[src/sv/biased_lattice_walker_step_macros.svh]
// ---------------------------------------------------------------------------
// biased_lattice_walker_step assertion macros
// Concurrent check wrappers, empty when SYNTHESIS is defined.
// ---------------------------------------------------------------------------
`ifndef BIASED_LATTICE_WALKER_STEP_MACROS_SVH
`define BIASED_LATTICE_WALKER_STEP_MACROS_SVH
`ifndef SYNTHESIS
// same-cycle implication, expects clk and rst_n in scope
`define BLWS_ASSERT_IMPL(label, ante, cons) \
  label: assert property (@(posedge clk) disable iff (!rst_n) (ante) |-> (cons)) \
    else $error("blws check failed");
// next-cycle implication
`define BLWS_ASSERT_NEXT(label, ante, cons) \
  label: assert property (@(posedge clk) disable iff (!rst_n) (ante) |=> (cons)) \
    else $error("blws check failed");
`else
`define BLWS_ASSERT_IMPL(label, ante, cons)
`define BLWS_ASSERT_NEXT(label, ante, cons)
`endif
`endif

[src/sv/blws_ram.sv]
// ---------------------------------------------------------------------------
// blws_ram
// Generic single-write, single-read RAM with registered read data.
// ---------------------------------------------------------------------------
module blws_ram #(
  parameter int WIDTH = 8,
  parameter int DEPTH = 16
) (
  input  logic                                  clk,
  input  logic                                  we,
  input  logic [(DEPTH > 1 ? $clog2(DEPTH) : 1)-1:0] waddr,
  input  logic [WIDTH-1:0]                      wdata,
  input  logic                                  re,
  input  logic [(DEPTH > 1 ? $clog2(DEPTH) : 1)-1:0] raddr,
  output logic [WIDTH-1:0]                      rdata
);

  logic [WIDTH-1:0] mem_r [DEPTH];
  logic [WIDTH-1:0] rdata_r;

  always_ff @(posedge clk) begin
    if (we) begin
      mem_r[waddr] <= wdata;
    end
    if (re) begin
      rdata_r <= mem_r[raddr];
    end
  end

  assign rdata = rdata_r;

endmodule

[config.mk]
export PLATFORM = sky130hd
export DESIGN_NAME = blws_ram
export DESIGN_NICKNAME = d
export VERILOG_FILES = /design/src/sv/biased_lattice_walker_step_macros.svh /design/src/sv/blws_ram.sv
export SDC_FILE = /design/constraint.sdc
export NUM_CORES = 1
export LEC_CHECK = 0
export ABC_AREA = 1
export BUFFER_PORTS_ARGS = -buffer_cell sky130_fd_sc_hd__buf_2
export CAP_MARGIN = 10
export CORE_MARGIN = 2
export CORE_UTILIZATION = 45
export CTS_CLUSTER_DIAMETER = 100
export DETAILED_ROUTE_END_ITERATION = 16
export PLACE_DENSITY = 0.74
export SYNTH_ARGS = -nofsm -noshare
export SYNTH_HDL_FRONTEND = slang
export SYNTH_SLANG_ARGS = --single-unit
[constraint.sdc]
create_clock -name clk -period 1.1 [get_ports clk]
set_input_delay 0.165 -clock clk [delete_from_list [all_inputs] [get_ports clk]]
set_output_delay 0.165 -clock clk [all_outputs]
set_load 0.03 [all_outputs]
==> metrics.txt <==
outcome finished with violations; violated checks negative setup slack; hpwl dp 7984 um; Main synth FF type edfxtp_1; clk slew on worst S/H paths 0.05 ns; peak per-stage delay on the critical path 0.42 ns; Area growth syn-to-layout 21.72%; hold path start re; Worst setup SP type flip-flop; met3 GRT Util 4.167%; delay-heaviest family, CP flip-flops; r2r endpoint rdata[1]; Reg2Reg Depth 6; synthesis-stage register bit count 136; Hold WS 0.1184 ns; CTS tree built; Starting Density 46.14%; Post-synth EDFFs 136; synth cell count leaders nand2_1, edfxtp_1, inv_1; clock skew 0.004180 ns; io pins 27; total clock sinks 136; synthesized area 5847 um^2; antenna cell count 0; top-count cell post-synth nand2_1; critical path buffer and inverter count 1; Hold Path Class in -> reg; die width 118.0 um; Slew @ Worst Pin 0.6773 ns; Worst Path Max Fanout 1; WHS Path Cells 1; cell taking the most area after synthesis edfxtp_1; vias 4020; Power Density 1687 nW/um^2; fraction of registers with async set or reset after synthesis 0%; number of H-tree levels 4; worst vdd ir 0.9577 mV; RSZ-0062 raised after global routing true; YS warnings 0; Final ANT Viol Nets 0; Setup violations, final 4; Max Cap Viol 0; Mean Syn Cell Area 10.61 um^2; gr usage total 19.33%; vias in the first global route 3937; final setup margin -0.05681 ns; setup slack, reg-to-reg 0.02 ns; first-pass GRT wire length 20380 um; Place WS -0.2440 ns; routing usage on met2 30.74%; Pins Over Slew Limit 0; Syn Inst Count 551; final hold violations 0; DIE AREA 13920 um^2; DR iter-0 viols 324; Longest Clk Path Bufs 2; max_slew headroom 54.78%; hold-fix buffers at CTS 0; worst min-delay path endpoint rdata[5]; Yosys top cell area share 69.85%; TritonCTS Buffers 17; minimum clock period 1.157 ns; largest net degree at the start of global routing 33; latest clock arrival within the worst-skew pair 0.41 ns; Worst Setup Path Type reg -> out; worst-path cell chain buf_6; launching point of the worst reg2reg path mem_r[8][1]; Root Driver clkbuf_16; Tot Pwr 12.01 mW; FMAX 864.4 MHz; Worst EP required 0.94 ns; crit path DAT 0.99 ns; Seq/Total Area, Yosys 69.85%; layout cells sized above 1 21.77%; post-synthesis cell type count 11; Die Height 118.0 um; Most Crowded Layer GR met2; CP endpoint kind primary output; port bufs 26; wire length per cell 16.64 um; initial antenna violation count 0; top cells by area, synth edfxtp_1, nand2_1, nand3_1; Vias per Instance 5.134; crit path max-delay cell type edfxtp_1; core box area 12670 um^2; Site Rows 41; Final Cycle Share 105.2%; Static Leak 3.061 nW; GRT met1 Usage 26.00%; drt pass-1 iters 5; nets@finish 617; Synth Net Count 570; final WL 13030 um; gr ovfl total 0; drc violations 0; GPL Wtd Cong 0.8184
layer usage:
layer | vias up | part of all wire, %
li1 | 1882 | -
met3 | 23 | 7.3
met2 | 174 | 48
met4 | 0 | 2.3
met5 | - | 0
met1 | 1941 | 43
stage by stage:
stage | setup TNS (ns) | std cells | area, um^2 | utilization [%]
detailed placement | -4.567 | 751 | 6271 | 49.49
floorplan | -1.014 | 551 | 5847 | -
global placement | -3.874 | 751 | 6271 | 49.49
CTS | -0.2833 | 783 | 6914 | 54.57
global route | -0.7169 | 783 | 7117 | 56.17
finish | -0.1629 | 783 | 7117 | 56.17
registers in the layout, indices dropped and copies added (netlist names):
signal / cells
mem_r: 128
rdata: 8
kinds of logic (layout without fill, tap and decap cells):
family,Yosys count,after routing,synth area share (%)
buffers and inverters,126,186,9.394
AND/OR/NAND/NOR,289,289,20.76
flip-flops,136,136,69.85
where the power goes:
| group | total, mW | leakage [nW] | switching, mW | internal, mW |
|---|---|---|---|---|
| combinational | 0.884 | 1.56 | 0.598 | 0.287 |
| clock | 5.24 | 0.265 | 1.94 | 3.30 |
| sequential | 5.88 | 1.24 | 0.0375 | 5.84 |
cell type report:
type                       instances  area, um^2
clock inverter                    10       103.9
inverter                         102       382.9
tap                              172       215.2
sequential                       136        4084
multi-input combinational        289        1461
clock buffer                      22       444.2
fill                            1015        5554
timing repair buffer              52       425.4
how the worst max path moves through the flow:
stage | start | end | depth (start not counted) | slack, ns
final | rdata[2] | rdata[2] | 1 | -0.06
after global routing | rdata[4] | rdata[4] | 1 | -0.09
after CTS | rdata[2] | rdata[2] | 1 | -0.09
after detailed placement | raddr[1] | rdata[2] | 7 | -0.24
after global placement | raddr[1] | rdata[2] | 7 | -0.24
after floorplan | waddr[3] | mem_r[4][0] | 2 | -0.02
cells in the final DEF, fill, tap and decap left out:
cell type / count
buf_4: 22
inv_2: 3
clkinv_2: 5
buf_2: 18
clkinvlp_4: 2
clkbuf_1: 5
edfxtp_1: 136
clkbuf_16: 17
bufinv_16: 2
nor2_1: 17
nand3_2: 47
inv_1: 99
buf_6: 8
nand2_1: 168
nand2_2: 5
buf_12: 4
nand3b_1: 2
nand3_1: 50
clkinv_1: 1
what timing repair did:
action,CTS,global route
pin swaps,2,20
endpoints found under the setup margin,15,16
gates resized for setup,25,44
buffers inserted,0,0
Power figures use the tool's default switching activity.
