## src/sv/biased_lattice_walker_step_macros.svh

```systemverilog
// ---------------------------------------------------------------------------
// biased_lattice_walker_step assertion macros
// Concurrent check wrappers, empty when SYNTHESIS is defined.
// ---------------------------------------------------------------------------
`ifndef BIASED_LATTICE_WALKER_STEP_MACROS_SVH
`define BIASED_LATTICE_WALKER_STEP_MACROS_SVH
`ifndef SYNTHESIS
// same-cycle implication, expects clk and rst_n in scope
`define BLWS_ASSERT_IMPL(label, ante, cons) \
  label: assert property (@(posedge clk) disable iff (!rst_n) (ante) |-> (cons)) \
    else $error("blws check failed");
// next-cycle implication
`define BLWS_ASSERT_NEXT(label, ante, cons) \
  label: assert property (@(posedge clk) disable iff (!rst_n) (ante) |=> (cons)) \
    else $error("blws check failed");
`else
`define BLWS_ASSERT_IMPL(label, ante, cons)
`define BLWS_ASSERT_NEXT(label, ante, cons)
`endif
`endif

```

## src/sv/blws_pkg.sv

```systemverilog
// ---------------------------------------------------------------------------
// blws_pkg
// Shared widths, codes and types of the lattice walker block.
// ---------------------------------------------------------------------------
package blws_pkg;

  localparam int WALKER_INDEX_W  = 10;
  localparam int COORD_X_W       = 32;
  localparam int COORD_W         = 16;
  localparam int COUNT_W         = 32;
  localparam int FRAC_W          = 32;
  localparam int CFG_INDEX_W     = 3;
  localparam int CFG_DATA_W      = 32;
  localparam int NUM_WALKERS_DEF = 1024;

  localparam logic ACT_INIT = 1'b0;
  localparam logic ACT_STEP = 1'b1;

  localparam logic [CFG_INDEX_W-1:0] REG_THRESH_PLUS_X  = 3'd0;
  localparam logic [CFG_INDEX_W-1:0] REG_THRESH_MINUS_X = 3'd1;
  localparam logic [CFG_INDEX_W-1:0] REG_THRESH_PLUS_Y  = 3'd2;
  localparam logic [CFG_INDEX_W-1:0] REG_THRESH_MINUS_Y = 3'd3;
  localparam logic [CFG_INDEX_W-1:0] REG_THRESH_PLUS_Z  = 3'd4;
  localparam logic [CFG_INDEX_W-1:0] REG_PERIOD_Y       = 3'd5;
  localparam logic [CFG_INDEX_W-1:0] REG_PERIOD_Z       = 3'd6;

  typedef struct packed {
    logic [FRAC_W-1:0]  thresh_plus_x;
    logic [FRAC_W-1:0]  thresh_minus_x;
    logic [FRAC_W-1:0]  thresh_plus_y;
    logic [FRAC_W-1:0]  thresh_minus_y;
    logic [FRAC_W-1:0]  thresh_plus_z;
    logic [COORD_W-1:0] period_y;
    logic [COORD_W-1:0] period_z;
  } cfg_t;

  typedef struct packed {
    logic [COORD_X_W-1:0] x;
    logic [COORD_W-1:0]   y;
    logic [COORD_W-1:0]   z;
    logic [COUNT_W-1:0]   taken;
    logic [COUNT_W-1:0]   target;
  } entry_t;

  localparam int ENTRY_W = $bits(entry_t);

endpackage

```

## src/sv/blws_update.sv

```systemverilog
// ---------------------------------------------------------------------------
// blws_update
// Next walker entry for an init or step item, plus the activity flag.
// ---------------------------------------------------------------------------
module blws_update (
  input  blws_pkg::cfg_t                cfg,
  input  blws_pkg::entry_t              cur,
  input  logic                          action,
  input  logic [blws_pkg::COUNT_W-1:0]  target_steps,
  input  logic [blws_pkg::FRAC_W-1:0]   random_fraction,
  output blws_pkg::entry_t              nxt,
  output logic                          active
);

  localparam int CW = blws_pkg::COORD_W;

  function automatic logic [CW-1:0] eff_period(input logic [CW-1:0] p);
    return (p == '0) ? CW'(1) : p;
  endfunction

  function automatic logic [CW-1:0] wrap_up(input logic [CW-1:0] c, input logic [CW-1:0] p);
    logic [CW:0] n;
    n = {1'b0, c} + (CW+1)'(1);
    return (n >= {1'b0, p}) ? '0 : n[CW-1:0];
  endfunction

  function automatic logic [CW-1:0] wrap_down(input logic [CW-1:0] c,
                                                input logic [CW-1:0] p);
    return (c == '0 || c > p) ? p - CW'(1) : c - CW'(1);
  endfunction

  logic [CW-1:0]                 py;
  logic [CW-1:0]                 pz;
  logic                          can_move;
  logic [blws_pkg::COUNT_W:0]    taken_inc;

  assign py        = eff_period(cfg.period_y);
  assign pz        = eff_period(cfg.period_z);
  assign can_move  = cur.taken < cur.target;
  assign taken_inc = {1'b0, cur.taken} + (blws_pkg::COUNT_W+1)'(1);

  always_comb begin
    nxt    = cur;
    active = 1'b0;
    if (action == blws_pkg::ACT_INIT) begin
      nxt.x      = '0;
      nxt.y      = '0;
      nxt.z      = '0;
      nxt.taken  = '0;
      nxt.target = target_steps;
      active     = target_steps != '0;
    end else if (can_move) begin
      // first threshold that the fraction falls below picks the move
      if (random_fraction < cfg.thresh_plus_x) begin
        nxt.x = cur.x + blws_pkg::COORD_X_W'(1);
      end else if (random_fraction < cfg.thresh_minus_x) begin
        nxt.x = cur.x - blws_pkg::COORD_X_W'(1);
      end else if (random_fraction < cfg.thresh_plus_y) begin
        nxt.y = wrap_up(cur.y, py);
      end else if (random_fraction < cfg.thresh_minus_y) begin
        nxt.y = wrap_down(cur.y, py);
      end else if (random_fraction < cfg.thresh_plus_z) begin
        nxt.z = wrap_up(cur.z, pz);
      end else begin
        nxt.z = wrap_down(cur.z, pz);
      end
      nxt.taken = taken_inc[blws_pkg::COUNT_W-1:0];
      active    = taken_inc < {1'b0, cur.target};
    end
  end

endmodule

```

## config.mk

```make
export PLATFORM = sky130hd
export DESIGN_NAME = blws_update
export DESIGN_NICKNAME = d
export VERILOG_FILES = /design/src/sv/biased_lattice_walker_step_macros.svh /design/src/sv/blws_pkg.sv /design/src/sv/blws_update.sv
export SDC_FILE = /design/constraint.sdc
export NUM_CORES = 1
export LEC_CHECK = 0
export BUFFER_PORTS_ARGS = -buffer_cell sky130_fd_sc_hd__buf_2
export CORE_AREA = 2 2 198 200
export DETAILED_ROUTE_END_ITERATION = 8
export DIE_AREA = 0 0 200 202
export SLEW_MARGIN = 5
export SYNTH_ARGS = -nofsm -noshare
export SYNTH_HDL_FRONTEND = slang
export SYNTH_SLANG_ARGS = --single-unit
```

## constraint.sdc

```tcl
create_clock -name vclk -period 12.3
set_input_delay 1.23 -clock vclk [all_inputs]
set_output_delay 1.23 -clock vclk [all_outputs]
set_load 0.05 [all_outputs]
```

==> results.py <==
metrics = {
    "run_status": {
        "status": "complete, no violations",
    },
    "synthesis": {
        "seq_area_frac_synth_pct": 0,
        "syn_nets": 2584,
        "netlist.area_leader.share_pct": 27.8,
        "yosysTopAreaCell": "ha_1",
        "synthTopCellsByArea": "ha_1 (28%), inv_1 (6.9%), xnor2_1 (5.6%)",
        "syn_area_sq_um": 13100,
        "synth.distinct_cells": 77,
        "synth_area_per_cell_sq_um": 6.84,
        "ys_warn_count": 0,
        "synth_cells": 1909,
    },
    "timing": {
        "tightest_slew_ns": 1.07,
        "setup_ws_ns": 4.38,
        "report.final.setup_viol": 0,
        "hold_violations": 0,
        "fin_crit_ns": 7.92,
        "period_share_pct": 64.4,
        "fin_tns_setup_ns": 0,
        "fmax_ghz": 0.126,
        "rsz0062_at_grt": "no",
        "drv_slew": 0,
        "maxSlewHeadroom_pct": 28.0,
    },
    "run": {
        "cap_violations": 0,
    },
    "pwr": {
        "power.density_nw_per_um2": 42.0,
        "p_int_mw": 0.232,
        "pwr-share-clk_pct": 0,
        "switching_share_pct": 65.6,
        "sequentialPowerShare_pct": 0,
        "combPwrFrac_pct": 100.0,
        "irDropWorstVdd_mv": 0.0317,
        "total_power_mw": 0.676,
        "p_sw_mw": 0.443,
        "p_leak_nw": 8.22,
    },
    "route": {
        "routed_via_density": 5.68,
        "wl_met2_mm": 27.6,
        "wl_per_cell_um": 19.7,
        "drt_pre_antenna_iters": 5,
        "num_vias": 16372,
        "route.detailed.drc": 0,
        "ant_nets": 0,
        "wl_mm": 56.9,
        "met3_length_mm": 4.37,
        "top_layer": "met5",
        "drt_iter0_drc": 871,
        "drt-met1-wl_mm": 23.1,
    },
    "global_route": {
        "grt_max_degree": 75,
        "grt_pass1_wl_mm": 86.5,
        "grt_pass1_vias": 16124,
        "grt_use_total_pct": 26.7,
        "grt_antenna_before_repair": 11,
        "gr-total-overflow": 0,
    },
    "final_layout": {
        "area_delta_synth_final_pct": 23.2,
        "nFlopsAndLatches": 0,
        "mostFrequentLayoutCells": "buf_2 (514), ha_1 (290), inv_1 (238)",
        "layout_commonest_cell": "buf_2",
        "seqCellArea_sq_um": 0,
        "layout-drive-gt1-share_pct": 25.2,
        "fin_nets": 3037,
        "fill_cells": 4137,
        "nClkBuffers": 0,
    },
    "place": {
        "place_ws_ns": 4.59,
        "port_buffers": 514,
        "dpl.hpwl_mm": 48.2,
        "place_congestion": 0.971,
    },
    "critical_path": {
        "cp_max_fo": 24,
        "max_stage_delay_ns": 0.72,
        "cp-end-kind": "output port",
        "startpoint_type": "primary input",
        "cp.required_ns": 11.07,
        "arrival_ns": 6.69,
        "crit_chain": "buf_2 -> or4_1 -> nor4_1 -> a41o_1 -> ha_1 -> nor2b_1 -> o211ai_1 -> a21oi_1 -> o31ai_1 -> and2_4 -> nor2_1 -> a21oi_1 -> ha_1 -> nand2_1 -> nor3b_1 -> nand2_1 -> xnor2_1 -> mux2i_1 -> a21oi_1 -> o32ai_1 -> buf_2",
        "crit_top_cell": "a21oi_1",
        "path_class": "primary input to output port",
        "worst_path_max_delay_cell": "o31ai_1",
    },
    "floorplanning": {
        "die_height_um": 202,
        "io_pins": 514,
        "fp.dieW_um": 200,
        "rows": 72,
        "die_area_sq_um": 40400,
        "core_area_sq_um": 38300,
        "initial_core_util_pct": 34.1,
    },
    "worst_hold_path": {
        "hp-class": "primary input to output port",
    },
    "cts": {
        "cts_hold_buf": 0,
        "cts_resized": 0,
        "cts_setup_buffers": 0,
    },
}
worst max-delay path, delay by kind of cell:
family / cells / cell delay (ns)
compound gates: 7 / 1.91
xor+xnor: 1 / 0.14
fa+ha+maj: 2 / 0.42
buf+inv: 2 / 0.45
mux: 1 / 0.13
simple gates: 8 / 2.39
area by class of cell:
type	count	area, sq um	area share (%)
diodes	6	15.0	0.0934
inverters	239	897	5.58
multi-input cells	1592	11800	73.6
well taps	518	648	4.03
repair buffers	529	2690	16.7
worst paths after layout:
path,start,end,cells after the start
setup / recovery,cfg[9],nxt[76],21
hold / removal,cur[127],nxt[127],4
synth_stat cells, drive strengths merged, types with 36 or more instances:
| master | n |
|---|---|
| ha | 290 |
| inv | 239 |
| a21oi | 142 |
| nand2 | 139 |
| nor2 | 114 |
| o21ai | 96 |
| xnor2 | 83 |
| nand3 | 76 |
| nand4 | 59 |
| nor3 | 59 |
| clkbuf | 52 |
| or3 | 43 |
| nor4 | 38 |
| xor2 | 36 |
power groups by stage:
stage	registers [mW]	logic (mW)	clock network, mW
floorplan	0	0.433	0
global placement	0	0.659	0
detailed placement	0	0.668	0
CTS	0	0.671	0
global route	0	0.742	0.0000000544
finish	0	0.676	0.0000000653
cell families (layout without fill, tap and decap cells):
| kind of cell | after synthesis | in the layout | synth area share [%] |
|---|---|---|---|
| AO/OA/AOI/OAI | 471 | 471 | 23.6 |
| XOR/XNOR | 119 | 119 | 7.98 |
| adder cells (fa/ha/maj) | 290 | 290 | 27.8 |
| buffers and inverters | 317 | 768 | 9.57 |
| multiplexers | 60 | 60 | 4.92 |
| other | 0 | 6 | 0 |
| AND/OR/NAND/NOR | 652 | 652 | 26.2 |
metal layers:
layer	global-route usage, %	vias to the layer above
li1	-	7945
met1	32.3	7576
met2	48.7	731
met3	3.34	114
met4	7.78	6
met5	0	-
per-stage QoR:
stage          hold slack [ns]  util, %  cell area, sq um  instances
3_3_place_gp              2.87     42.0             16100       2878
2_1_floorplan             2.74        -             13100       1909
6_report                  2.88     42.0             16100       2884
5_1_grt                   2.90     42.0             16100       2883
3_5_place_dp              2.88     42.0             16100       2878
4_1_cts                   2.88     42.0             16100       2878
Power figures use the tool's default switching activity.
